### src/rtl/mrrs_pkg.sv
package mrrs_pkg;

  // Input item: a received frame byte or a holding register write
  typedef struct packed {
    logic        kind;
    logic [7:0]  rx_byte;
    logic        frame_end;
    logic [2:0]  reg_index;
    logic [15:0] reg_value;
  } req_t;

  // Result item: one reply byte
  typedef struct packed {
    logic [7:0] tx_byte;
    logic       tx_last;
  } rsp_t;

  // Commands to the bit-serial CRC unit
  typedef struct packed {
    logic       init;
    logic       start;
    logic [7:0] data;
  } crc_ctrl_t;

  // CRC unit status
  typedef struct packed {
    logic        busy;
    logic [15:0] value;
  } crc_stat_t;

  localparam logic        KIND_FRAME_BYTE = 1'b0;
  localparam logic        KIND_REG_WRITE  = 1'b1;

  localparam logic [15:0] CRC_INIT = 16'hFFFF;
  localparam logic [15:0] CRC_POLY = 16'hA001;

  localparam logic [7:0]  FC_READ_HOLDING     = 8'h03;
  localparam logic [7:0]  EXC_FLAG            = 8'h80;
  localparam logic [7:0]  EXC_ILLEGAL_ADDRESS = 8'h02;

  localparam logic [7:0]  MIN_FRAME_LEN = 8'd5;
  localparam int          HDR_LEN       = 6;
  localparam logic [7:0]  TALLY_MAX     = 8'd255;
  localparam logic [7:0]  CRC_LAG       = 8'd2;
  localparam logic [5:0]  MSG_HEAD_LEN  = 6'd3;

  // Configuration registers
  localparam int          CFG_IDX_W          = 1;
  localparam logic [0:0]  REG_SLAVE_ADDRESS  = 1'b0;
  localparam logic [0:0]  REG_MAX_READ_WORDS = 1'b1;
  localparam logic [7:0]  SLAVE_ADDRESS_RST  = 8'd8;
  localparam logic [3:0]  MAX_READ_WORDS_RST = 4'd8;

endpackage

### src/rtl/mrrs_crc_serial.sv
module mrrs_crc_serial (
  input  logic                clk,
  input  logic                rst,
  input  mrrs_pkg::crc_ctrl_t ctrl,
  output mrrs_pkg::crc_stat_t stat
);

  localparam logic [2:0] LAST_BIT = 3'd7;

  logic [15:0] crc;
  logic [7:0]  sh;
  logic [2:0]  cnt;
  logic        busy;
  logic        fb;
  logic [15:0] crc_next;

  // one reflected CRC step per cycle, data LSB first
  always_comb begin
    fb       = crc[0] ^ sh[0];
    crc_next = {1'b0, crc[15:1]} ^ (fb ? mrrs_pkg::CRC_POLY : 16'h0000);
  end

  always_ff @(posedge clk) begin
    if (rst) begin
      crc  <= mrrs_pkg::CRC_INIT;
      busy <= 1'b0;
      cnt  <= '0;
    end else if (ctrl.init) begin
      crc  <= mrrs_pkg::CRC_INIT;
      busy <= 1'b0;
    end else if (ctrl.start) begin
      busy <= 1'b1;
      cnt  <= '0;
    end else if (busy) begin
      crc <= crc_next;
      cnt <= cnt + 3'd1;
      if (cnt == LAST_BIT) begin
        busy <= 1'b0;
      end
    end
  end

  // data shifter, payload only
  always_ff @(posedge clk) begin
    if (ctrl.start) begin
      sh <= ctrl.data;
    end else if (busy) begin
      sh <= {1'b0, sh[7:1]};
    end
  end

  assign stat.busy  = busy;
  assign stat.value = crc;

endmodule

### src/rtl/mrrs_regfile.sv
module mrrs_regfile #(
  parameter int NUM_REGS = 8
) (
  input  logic                                        clk,
  input  logic                                        rst,
  input  logic                                        wr_en,
  input  logic [2:0]                                  wr_index,
  input  logic [15:0]                                 wr_value,
  input  logic [$clog2((NUM_REGS > 1) ? NUM_REGS : 2)-1:0] rd_addr,
  output logic [15:0]                                 rd_data
);

  // only indices reachable by the 3-bit write index are stored; the rest read zero
  localparam int STORE = (NUM_REGS < 8) ? NUM_REGS : 8;
  localparam int SW    = (STORE > 1) ? $clog2(STORE) : 1;

  logic [15:0] regs [STORE];

  // write port
  always_ff @(posedge clk) begin
    if (rst) begin
      for (int i = 0; i < STORE; i++) begin
        regs[i] <= '0;
      end
    end else if (wr_en && (int'(wr_index) < NUM_REGS)) begin
      regs[wr_index[SW-1:0]] <= wr_value;
    end
  end

  // registered read port
  always_ff @(posedge clk) begin
    if (int'(rd_addr) < STORE) begin
      rd_data <= regs[rd_addr[SW-1:0]];
    end else begin
      rd_data <= '0;
    end
  end

endmodule

### src/rtl/modbus_rtu_read_register_slave.sv
// Modbus RTU slave answering read-holding-registers (function 3).
// Input channel (req_valid / req_stall / req): each item is either a received
// frame byte (kind 0, frame_end marks the last byte) or a holding register
// write (kind 1). Output channel (rsp_valid / rsp_stall / rsp) carries reply
// bytes in transmit order, tx_last set on the final CRC byte.
// Config port (cfg_we / cfg_index / cfg_data): 0 = slave address,
// 1 = max read words; write only while idle.
// Sequencing: a register write is taken while idle. A frame byte is accepted,
// then the block waits for the bit-serial CRC unit, which works two bytes
// behind the input, so the first two bytes of a frame start no CRC step. At
// frame end a check state follows; then every reply payload byte passes
// register read, hand-off with CRC start and CRC shifting, and each of the
// two CRC bytes a fetch state and hand-off; a full 8-word reply runs through
// these steps per byte. The block takes one item at a time.
// Reset: clears the holding registers, the frame state and the output valid
// flag; configuration returns to address 8 and 8 words.
// A stalled reply byte holds in the output register; the next reply byte
// waits until it is taken, and new input is taken once the last reply byte
// sits in the output register.
module modbus_rtu_read_register_slave #(
  parameter int NUM_REGS = 8
) (
  input  logic                                clk,
  input  logic                                rst,
  input  logic                                req_valid,
  output logic                                req_stall,
  input  mrrs_pkg::req_t                      req,
  output logic                                rsp_valid,
  input  logic                                rsp_stall,
  output mrrs_pkg::rsp_t                      rsp,
  input  logic                                cfg_we,
  input  logic [mrrs_pkg::CFG_IDX_W-1:0]      cfg_index,
  input  logic [7:0]                          cfg_data
);

  localparam int AW = $clog2((NUM_REGS > 1) ? NUM_REGS : 2);

  typedef enum logic [5:0] {
    S_IDLE  = 6'b000001,
    S_RXCRC = 6'b000010,
    S_CHECK = 6'b000100,
    S_FETCH = 6'b001000,
    S_SEND  = 6'b010000,
    S_WAIT  = 6'b100000
  } state_t;

  state_t state;

  logic [7:0]  slave_address;
  logic [3:0]  max_read_words;
  logic [7:0]  tally;
  logic [7:0]  held [2];
  logic [7:0]  hdr [mrrs_pkg::HDR_LEN];
  logic        end_pending;

  logic [7:0]  tx_id;
  logic [7:0]  tx_fc;
  logic [7:0]  tx_cnt;
  logic [6:0]  tx_start;
  logic [5:0]  tx_len;
  logic [5:0]  tx_idx;

  mrrs_pkg::crc_ctrl_t crc_ctrl;
  mrrs_pkg::crc_stat_t crc_st;

  logic        acc;
  logic        send_fire;
  logic        silent;
  logic        exc;
  logic [15:0] words;
  logic [15:0] start_addr;
  logic [16:0] span;
  logic [5:0]  idx_off;
  logic [7:0]  rd_sum;
  logic [15:0] rd_data;
  logic [7:0]  send_byte;
  logic        send_last;
  logic        send_msg;

  assign acc       = req_valid && !req_stall;
  assign req_stall = (state != S_IDLE);
  assign send_fire = (state == S_SEND) && (!rsp_valid || !rsp_stall);

  // frame check
  always_comb begin
    words      = {hdr[4], hdr[5]};
    start_addr = {hdr[2], hdr[3]};
    span       = {1'b0, start_addr} + {1'b0, words};
    silent     = (tally < mrrs_pkg::MIN_FRAME_LEN) || (hdr[0] != slave_address) ||
                 (crc_st.value != {held[1], held[0]}) ||
                 (hdr[1] != mrrs_pkg::FC_READ_HOLDING);
    exc        = (words > {12'd0, max_read_words}) || (span > 17'(NUM_REGS));
  end

  // register read address: word (idx - 3) / 2 of the requested range
  always_comb begin
    idx_off = tx_idx - mrrs_pkg::MSG_HEAD_LEN;
    rd_sum  = {1'b0, tx_start} + {3'd0, idx_off[5:1]};
  end

  // reply byte select
  always_comb begin
    send_msg  = (tx_idx < tx_len);
    send_last = 1'b0;
    if (send_msg) begin
      if (tx_idx == 6'd0) begin
        send_byte = tx_id;
      end else if (tx_idx == 6'd1) begin
        send_byte = tx_fc;
      end else if (tx_idx == 6'd2) begin
        send_byte = tx_cnt;
      end else if (tx_idx[0]) begin
        send_byte = rd_data[15:8];
      end else begin
        send_byte = rd_data[7:0];
      end
    end else if (tx_idx == tx_len) begin
      send_byte = crc_st.value[7:0];
    end else begin
      send_byte = crc_st.value[15:8];
      send_last = 1'b1;
    end
  end

  // CRC unit commands; the unit restarts for the reply and again after it
  always_comb begin
    crc_ctrl.init  = (state == S_CHECK) || (send_fire && send_last);
    crc_ctrl.start = ((state == S_IDLE) && acc && (req.kind == mrrs_pkg::KIND_FRAME_BYTE) &&
                      (tally >= mrrs_pkg::CRC_LAG)) || (send_fire && send_msg);
    crc_ctrl.data  = (state == S_IDLE) ? held[0] : send_byte;
  end

  mrrs_crc_serial u_crc (
    .clk  (clk),
    .rst  (rst),
    .ctrl (crc_ctrl),
    .stat (crc_st)
  );

  mrrs_regfile #(
    .NUM_REGS (NUM_REGS)
  ) u_regs (
    .clk      (clk),
    .rst      (rst),
    .wr_en    (acc && (req.kind == mrrs_pkg::KIND_REG_WRITE)),
    .wr_index (req.reg_index),
    .wr_value (req.reg_value),
    .rd_addr  (rd_sum[AW-1:0]),
    .rd_data  (rd_data)
  );

  // configuration registers
  always_ff @(posedge clk) begin
    if (rst) begin
      slave_address  <= mrrs_pkg::SLAVE_ADDRESS_RST;
      max_read_words <= mrrs_pkg::MAX_READ_WORDS_RST;
    end else if (cfg_we) begin
      case (cfg_index)
        mrrs_pkg::REG_SLAVE_ADDRESS:  slave_address  <= cfg_data;
        mrrs_pkg::REG_MAX_READ_WORDS: max_read_words <= cfg_data[3:0];
        default: ;
      endcase
    end
  end

  // control sequencer and frame state
  always_ff @(posedge clk) begin
    if (rst) begin
      state       <= S_IDLE;
      tally       <= '0;
      held[0]     <= '0;
      held[1]     <= '0;
      for (int i = 0; i < mrrs_pkg::HDR_LEN; i++) begin
        hdr[i] <= '0;
      end
      end_pending <= 1'b0;
      tx_idx      <= '0;
      rsp_valid   <= 1'b0;
    end else begin
      if (rsp_valid && !rsp_stall && !send_fire) begin
        rsp_valid <= 1'b0;
      end
      case (state)
        S_IDLE: begin
          if (acc && (req.kind == mrrs_pkg::KIND_FRAME_BYTE)) begin
            held[0] <= held[1];
            held[1] <= req.rx_byte;
            if (tally < 8'(mrrs_pkg::HDR_LEN)) begin
              hdr[tally[2:0]] <= req.rx_byte;
            end
            if (tally != mrrs_pkg::TALLY_MAX) begin
              tally <= tally + 8'd1;
            end
            end_pending <= req.frame_end;
            state       <= S_RXCRC;
          end
        end
        S_RXCRC: begin
          if (!crc_st.busy) begin
            state <= end_pending ? S_CHECK : S_IDLE;
          end
        end
        S_CHECK: begin
          tx_id    <= hdr[0];
          tx_start <= start_addr[6:0];
          tx_idx   <= '0;
          if (exc) begin
            tx_fc  <= hdr[1] | mrrs_pkg::EXC_FLAG;
            tx_cnt <= mrrs_pkg::EXC_ILLEGAL_ADDRESS;
            tx_len <= mrrs_pkg::MSG_HEAD_LEN;
          end else begin
            tx_fc  <= hdr[1];
            tx_cnt <= {3'd0, words[3:0], 1'b0};
            tx_len <= mrrs_pkg::MSG_HEAD_LEN + {1'b0, words[3:0], 1'b0};
          end
          // frame state back to reset values
          tally       <= '0;
          held[0]     <= '0;
          held[1]     <= '0;
          for (int i = 0; i < mrrs_pkg::HDR_LEN; i++) begin
            hdr[i] <= '0;
          end
          end_pending <= 1'b0;
          state       <= silent ? S_IDLE : S_FETCH;
        end
        S_FETCH: begin
          state <= S_SEND;
        end
        S_SEND: begin
          if (send_fire) begin
            rsp_valid <= 1'b1;
            if (send_msg) begin
              state <= S_WAIT;
            end else if (send_last) begin
              state <= S_IDLE;
            end else begin
              tx_idx <= tx_idx + 6'd1;
              state  <= S_FETCH;
            end
          end
        end
        S_WAIT: begin
          if (!crc_st.busy) begin
            tx_idx <= tx_idx + 6'd1;
            state  <= S_FETCH;
          end
        end
        default: begin
          state <= S_IDLE;
        end
      endcase
    end
  end

  // output register payload
  always_ff @(posedge clk) begin
    if (send_fire) begin
      rsp.tx_byte <= send_byte;
      rsp.tx_last <= send_last;
    end
  end

  // a new CRC byte is never started while the unit is still shifting
  a_crc_no_overlap: assert property (@(posedge clk) disable iff (rst)
    crc_ctrl.start |-> !crc_st.busy)
    else $error("CRC start while busy");

  // input is only taken with the CRC unit at rest
  a_idle_crc_quiet: assert property (@(posedge clk) disable iff (rst)
    !req_stall |-> !crc_st.busy)
    else $error("input ready while CRC busy");

  // reply index never runs past the two CRC bytes
  a_tx_idx_bound: assert property (@(posedge clk) disable iff (rst)
    (state == S_SEND) |-> (tx_idx <= tx_len + 6'd1))
    else $error("reply index out of range");

  // the last reply byte hands control back to idle
  a_last_to_idle: assert property (@(posedge clk) disable iff (rst)
    (send_fire && send_last) |=> (state == S_IDLE) && rsp_valid && rsp.tx_last)
    else $error("last reply byte did not end the reply");

endmodule
### config.mk
export PLATFORM = sky130hd
export DESIGN_NAME = modbus_rtu_read_register_slave
export DESIGN_NICKNAME = d
export VERILOG_FILES = /design/src/rtl/mrrs_pkg.sv /design/src/rtl/mrrs_crc_serial.sv /design/src/rtl/mrrs_regfile.sv /design/src/rtl/modbus_rtu_read_register_slave.sv
export SDC_FILE = /design/constraint.sdc
export NUM_CORES = 1
export LEC_CHECK = 0
export BUFFER_PORTS_ARGS = -buffer_cell sky130_fd_sc_hd__buf_2
export CAP_MARGIN = 30
export CORE_MARGIN = 5
export CORE_UTILIZATION = 54
export CTS_CLUSTER_DIAMETER = 150
export DETAILED_ROUTE_END_ITERATION = 12
export PLACE_DENSITY = 0.69
export SLEW_MARGIN = 40
export SYNTH_ARGS = -nofsm -noshare
export SYNTH_HDL_FRONTEND = slang
export SYNTH_HIERARCHICAL = 1
export SYNTH_SLANG_ARGS = --single-unit
export TNS_END_PERCENT = 100
### constraint.sdc
create_clock -name clk -period 4.15 [get_ports clk]
set_input_delay 0 -clock clk [delete_from_list [all_inputs] [get_ports clk]]
set_output_delay 0 -clock clk [all_outputs]
set_load 0.01 [all_outputs]
==> summary.txt, run 1 <==
Fin Setup TNS -> 0 ns
slowest cell on the critical path -> or4_1
die height -> 176 um
H-tree depth -> 2
Synth cell types -> 73
Routed WL per cell -> 21.3 um
Via Count -> 10,200
fin crit period -> 3.76 ns
switching power total -> 1.58 mW
post-route cell area -> 17,100 sq um
largest net degree at the start of global routing -> 51
hpwl dp -> 23,500 um
starting density of the core -> 54.9%
Clk pin slew, worst setup/hold paths -> 0.06 ns
Final Hold Vio Count -> 0
synthesized flop and latch total -> 307
Pins Over Slew Limit -> 0
dpl cell area -> 15,300 sq um
nature of the critical path endpoint -> flop
reg2reg setup slack -> 0.39 ns
most used cell, CP -> or4_1
Register Area -> 8520 sq um
Fmax achieved -> 266 MHz
CP Cell Sequence -> ha_1 > fa_1 > a21o_1 > and4_1 > or2_1 > nand3_1 > mux2_2 > or4_1 > or4_1
cts repair resizes -> 0
Slew @ Worst Pin -> 0.780 ns
Worst Setup SP -> hdr[5][0]
die footprint -> 30,800 sq um
met2 wire length -> 17,700 um
hold endpoint -> u_regs/regs[5][7]
worst skew pair latency -> 0.54 ns
Num CTS Buffers -> 34
Final setup viols -> 0
Pre-antenna DRT Iters -> 6
ANT nets after route -> 0
FF-to-FF End -> tx_len[1]
status -> finished, final reports clean
Top Layer Used -> met4
Post-synth top flop -> edfxtp_1
Seq pwr share -> 48.4%
GRT Residual Overflow -> 0
clock root cell -> clkbuf_16
Syn Nets -> 1,300
critical path arrival -> 4.02 ns
DR DRC count -> 0
total wire length -> 35,900 um
register area share after synthesis -> 57.5%
Synth warnings -> 6
share of the synthesized area in the top cell type -> 48.1%
DRT met1 WL -> 14,700 um
Max rail drop VDD -> 342 uV
share of synthesized flip-flops with an asynchronous set or reset -> 0%
Via density -> 6.02
deepest clock path buffer count -> 3
EDFF count, synth -> 237
critical path class -> reg -> reg
max-cap violation count -> 0
metal3 WL -> 2320 um
relative slew slack -> 48.0%
clock sinks -> 307
Sw Share -> 22.1%
synth top area cells -> edfxtp_1 (48%), dfxtp_1 (9.5%), mux4_1 (4.8%), nor3_1 (4.6%), ha_1 (3.0%)
Worst Min Path Start -> req[18]
Clk pwr share -> 45.0%
synthesized cell area -> 14,800 sq um
Internal -> 5.56 mW
PD cells -> 417 nW/um^2
area of the multi-input gates -> 5710 sq um
Layout area overhead -> 15.7%
initial antenna violation count -> 1
Synth area leader -> edfxtp_1
combinational share of power -> 6.7%
core area -> 27,000 sq um
layout cells sized above 1 -> 15.2%
IO Count -> 54
Period Utilization, post-route -> 90.5%
fin nets -> 1,400
crit path max fanout -> 10
Reg-to-Reg Start -> hdr[5][0]
RD Place Congestion -> 0.891
Die Span X -> 176 um
GRT Resource Usage Total -> 22.9%
Final Skew -> 0.0297 ns
CP Launch Type -> flop
vias in the first global route -> 9,934
Std-Cell Rows -> 60
I/O Buffers -> 53
Synth Area per Inst -> 12.1 sq um
fill count -> 2,027
TritonCTS clock tree -> built
WP data required -> 4.41 ns
Worst Reg-to-Reg Cells -> 9
WHS Path Cells -> 4
Lkg Pwr -> 6.31 nW
Syn Inst Count -> 1,219
first-pass GRT wire length -> 55,300 um
Setup Fix Bufs, Post-CTS -> 0
RSZ-0062 raised after global routing -> false
CP peak stage delay -> 0.66 ns
Hold Crit Class -> in -> reg
DRT iter0 DRCs -> 794
power groups by stage:
stage	Combinational (mW)	Clock [mW]	Sequential, mW
6_report	0.475	3.21	3.45
5_1_grt	0.514	3.41	3.46
4_1_cts	0.469	3.28	3.45
3_5_place_dp	0.427	0	3.52
3_3_place_gp	0.423	0	3.51
2_1_floorplan	0.285	0	3.50
area by class of cell:
type / count / share of cell area (%)
Antenna cell: 2 / 0.0292
Clock buffer: 45 / 5.44
Clock inverter: 17 / 1.60
Inverter: 46 / 1.01
Multi-Input combinational cell: 787 / 33.3
Sequential cell: 307 / 49.7
Tap cell: 341 / 2.49
Timing Repair Buffer: 143 / 6.37
Yosys cell counts, types with 10 or more instances:
cell	count
edfxtp_1	237
nor3_1	136
nand2_1	92
dfxtp_1	70
and2_1	67
nor2_1	57
a21oi_1	42
clkbuf_1	39
ha_1	36
mux2_2	36
nand3_1	32
xor2_1	29
inv_1	27
mux4_1	27
nor4_1	24
o21ai_0	22
buf_4	17
clkinv_1	16
xnor2_1	14
nand2b_1	11
o21bai_1	11
nand4_1	10
layout by cell type, fill, tap and decap left out, types with 7 or more instances in the layout:
cell	netlist	layout
o21ai_0	22	21
nand3_1	32	32
nor2_1	57	55
or2_2	8	8
nor3_1	136	136
a221o_1	8	8
a211oi_1	8	8
dfxtp_1	70	70
nor3b_1	7	7
a22oi_1	8	8
nor2b_1	7	7
o21bai_2	0	8
nand2_1	92	92
nor4_1	24	24
inv_1	27	27
dlygate4sd3_1	0	59
buf_4	17	32
nand2b_1	11	11
and2_1	67	67
mux2_2	36	36
mux4_1	27	27
edfxtp_1	237	237
nand4_1	10	10
clkbuf_1	39	7
ha_1	36	36
xnor2_1	14	13
clkinv_1	16	20
xor2_1	29	29
a21oi_1	42	42
and3_1	7	7
clkbuf_16	0	34
buf_2	3	52
registers in the layout, indices dropped and copies added (netlist names), 3 cells and up:
| signal | cells |
|---|---|
| u_regs/regs | 128 |
| hdr | 48 |
| held | 16 |
| u_crc/crc | 16 |
| u_regs/rd_data | 16 |
| rsp | 9 |
| slave_address | 8 |
| tally | 8 |
| tx_fc | 8 |
| tx_id | 8 |
| u_crc/sh | 8 |
| state | 6 |
| tx_idx | 6 |
| tx_len | 5 |
| max_read_words | 4 |
| tx_cnt | 4 |
| tx_start | 3 |
| u_crc/cnt | 3 |
layer usage:
metal / track usage (%) / vias up
li1: - / 4781
met1: 30.5 / 4957
met2: 38.3 / 352
met3: 3.72 / 77
met4: 8.22 / 0
met5: 0 / -
what timing repair did:
| action | 4_1_cts | 5_1_grt |
|---|---|---|
| setup endpoints to repair | 0 | 0 |
| endpoints found under the hold margin | 208 | 0 |
| hold buffers | 59 | 0 |
metrics by stage:
stage / util (%) / hold slack (ns) / total power, mW / worst slack [ns] / std cells
final: 63.6 / 0.158 / 7.14 / 0.392 / 1688
after global routing: 63.5 / 0.158 / 7.39 / 0.214 / 1686
after CTS: 63.5 / 0.133 / 7.20 / 0.401 / 1686
after detailed placement: 56.9 / 0.234 / 3.95 / 0.398 / 1565
after global placement: 56.9 / 0.231 / 3.94 / 0.486 / 1565
after floorplan: - / 0.0724 / 3.78 / 0.650 / 1219
worst max-delay path, delay by kind of cell, from the launching register on:
kind                     cells  cell delay (ns)
AND/OR/NAND/NOR              5             1.84
adder cells (fa/ha/maj)      2             0.66
flip-flops                   1             0.46
multiplexers                 1             0.33
AO/OA/AOI/OAI                1             0.21
logic make-up after synthesis:
family / after synthesis / share of synthesized area (%)
buf+inv: 125 / 4.19
simple gates: 485 / 17.0
xor+xnor: 43 / 2.54
mux: 74 / 8.69
fa+ha+maj: 38 / 3.31
flops: 307 / 57.5
compound gates: 147 / 6.78
worst max-delay path by stage:
stage	to	slack, ns	cells past startpoint
after floorplan	tx_cnt[1]	0.65	10
after global placement	tx_cnt[1]	0.49	9
after detailed placement	tx_len[1]	0.40	9
after CTS	tx_len[1]	0.40	9
after global routing	tx_cnt[1]	0.21	9
final	tx_len[1]	0.39	9
Power figures use the tool's default switching activity.
==> run 2: changes to the inputs <==
CORE_UTILIZATION = 49   (was 54)
PLACE_DENSITY = 0.63   (was 0.69)
RECOVER_POWER = 25   (was unset)
==> summary.txt, run 2 (synthesized netlist as in run 1, its figures left out) <==
status -> finished, violations left (was finished, final reports clean)
failing checks -> capacitance limit, slew limit
deepest clock path buffer count -> 3 (unchanged)
Fmax achieved -> 267 MHz (was 266 MHz)
Routed WL per cell -> 20.7 um (was 21.3 um)
nature of the critical path endpoint -> flop (unchanged)
critical path arrival -> 3.99 ns (was 4.02 ns)
RSZ-0062 raised after global routing -> false (unchanged)
worst skew pair latency -> 0.51 ns (was 0.54 ns)
CP Launch Type -> flop (unchanged)
Lkg Pwr -> 6.19 nW (was 6.31 nW)
Std-Cell Rows -> 63 (was 60)
Via Count -> 10,000 (was 10,200)
Die Span X -> 184 um (was 176 um)
critical path class -> reg -> reg (unchanged)
Worst path top cell family by delay -> simple AND/OR/NAND/NOR gates (unchanged)
fin nets -> 1,395 (was 1,400)
IO Count -> 54 (unchanged)
max reg flops -> 128 (unchanged)
Final setup viols -> 0 (unchanged)
vias in the first global route -> 9,919 (was 9,934)
clock root cell -> clkbuf_16 (unchanged)
post-route cell area -> 17,000 sq um (was 17,100 sq um)
largest net degree at the start of global routing -> 69 (was 51)
largest register by flop count -> u_regs/regs (unchanged)
fin crit period -> 3.75 ns (was 3.76 ns)
CP Cell Sequence -> ha_1 > fa_1 > a21o_1 > and4_1 > or2_1 > nand3_1 > mux2_2 > or4_1 > or4_1 (unchanged)
max-cap violation count -> 1 (was 0)
WP data required -> 4.39 ns (was 4.41 ns)
Layout area overhead -> 15.0% (was 15.7%)
core area -> 29,700 sq um (was 27,000 sq um)
slowest cell on the critical path -> or4_1 (unchanged)
PD cells -> 409 nW/um^2 (was 417 nW/um^2)
Post-Layout Cell Count -> 1,729 (was 1,688)
initial antenna violation count -> 2 (was 1)
I/O Buffers -> 53 (unchanged)
Num CTS Buffers -> 35 (was 34)
Fin Setup TNS -> 0 ns (unchanged)
total wire length -> 35,700 um (was 35,900 um)
die height -> 184 um (was 176 um)
clock sinks -> 307 (unchanged)
H-tree depth -> 2 (unchanged)
starting density of the core -> 49.8% (was 54.9%)
Period Utilization, post-route -> 90.2% (was 90.5%)
hpwl dp -> 23,300 um (was 23,500 um)
Max rail drop VDD -> 287 uV (was 342 uV)
Pre-antenna DRT Iters -> 5 (was 6)
DR DRC count -> 0 (unchanged)
Pins Over Slew Limit -> 69 (was 0)
relative slew slack -> -2.03% (was 48.0%)
RD Place Congestion -> 0.885 (was 0.891)
TritonCTS clock tree -> built (unchanged)
DRT iter0 DRCs -> 781 (was 794)
crit path max fanout -> 10 (unchanged)
most used cell, CP -> or4_1 (unchanged)
commonest non-fill, non-tap cell in the layout -> edfxtp_1 (unchanged)
Buf/Inv on CP -> 0 (unchanged)
die footprint -> 33,800 sq um (was 30,800 sq um)
first-pass GRT wire length -> 56,400 um (was 55,300 um)
Regs by FF count -> u_regs/regs x128, hdr x48 (unchanged)
GRT Residual Overflow -> 0 (unchanged)
Final Hold Vio Count -> 0 (unchanged)
ANT nets after route -> 0 (unchanged)
layout cells sized above 1 -> 14.0% (was 15.2%)
most frequent cells in the layout -> edfxtp_1 (237), nor3_1 (136), nand2_1 (92), dfxtp_1 (70), and2_1 (67) (unchanged)
Slew @ Worst Pin -> 1.53 ns (was 0.780 ns)
Final Skew -> 0.0175 ns (was 0.0297 ns)
Ant. Diodes -> 0 (was 2)
GRT Resource Usage Total -> 21.1% (was 22.9%)
Clk pin slew, worst setup/hold paths -> 0.06 ns (about the same)
CP peak stage delay -> 0.64 ns (was 0.66 ns)
Via density -> 5.79 (was 6.02)
Cells after DPL -> 1,619 (was 1,565)
dpl cell area -> 15,400 sq um (was 15,300 sq um)
Hold Crit Class -> in -> reg (unchanged)
-- run 2: changes by cell type in the layout (fill, tap and decap cells not counted), moves of 2 or more --
cell	change
buf_4	-3
dlygate4sd3_1	-11
clkinv_1	-2
bufinv_16	-4
clkbuf_1	+22
diode_2	-2
clkbuf_16	+4
buf_2	-11
-- run 2: area by class of cell --
type | count | area, sq um
clock buffers | 54 | 1050
clock inverters | 8 | 87.6
fillers | 2436 | 12700
inverters | 46 | 173
multi-input cells | 787 | 5720
flip-flops and latches | 307 | 8520
well taps | 390 | 488
repair buffers | 137 | 992
-- run 2: metal layers --
metal / routed length [um] / global-route usage, % / up-vias
li1: - / - / 4765
met1: 16300 / 30.6 / 4905
met2: 16900 / 34.2 / 281
met3: 1870 / 3.11 / 54
met4: 730 / 4.76 / 0
met5: 0 / 0 / -
-- run 2: worst paths after layout --
| kind | startpoint | end | slack, ns | cells after the start |
|---|---|---|---|---|
| setup reg to reg | hdr[5][0] | tx_cnt[1] | 0.40 | 9 |
| setup / recovery | hdr[5][0] | tx_cnt[1] | 0.40 | 9 |
| hold / removal | req_valid | state[2] | 0.03 | 4 |
| hold reg to reg | hdr[1][5] | tx_fc[5] | 0.45 | 0 |
-- run 2: repair_timing --
action	CTS	global route
gates resized for setup	0	0
hold endpoints to repair	194	1
hold buffers	47	1
endpoints found under the setup margin	0	0
buffers inserted	0	0
-- run 2: stage by stage --
step | worst slack, ns | hold WS (ns) | power, mW | util, %
3_5_place_dp | 0.407 | 0.234 | 3.95 | 52.0
6_report | 0.405 | 0.0250 | 6.96 | 57.3
3_3_place_gp | 0.505 | 0.230 | 3.95 | 51.9
2_1_floorplan | 0.650 | 0.0724 | 3.78 | -
5_1_grt | 0.147 | 0.0279 | 7.22 | 57.3
4_1_cts | 0.416 | 0.00111 | 7.02 | 57.4
-- run 2: worst register-to-register path, cell delays in order, from the launching register on --
cell	delay, ns
edfxtp_1	0.46
ha_1	0.26
fa_1	0.40
a21o_1	0.21
and4_1	0.22
or2_1	0.28
nand3_1	0.10
mux2_2	0.33
or4_1	0.64
or4_1	0.58
-- run 2: power by group --
part           switching, mW  internal [mW]  total (mW)
sequential            0.0486           3.40        3.45
clock                   1.17           1.86        3.04
combinational          0.294          0.178       0.472
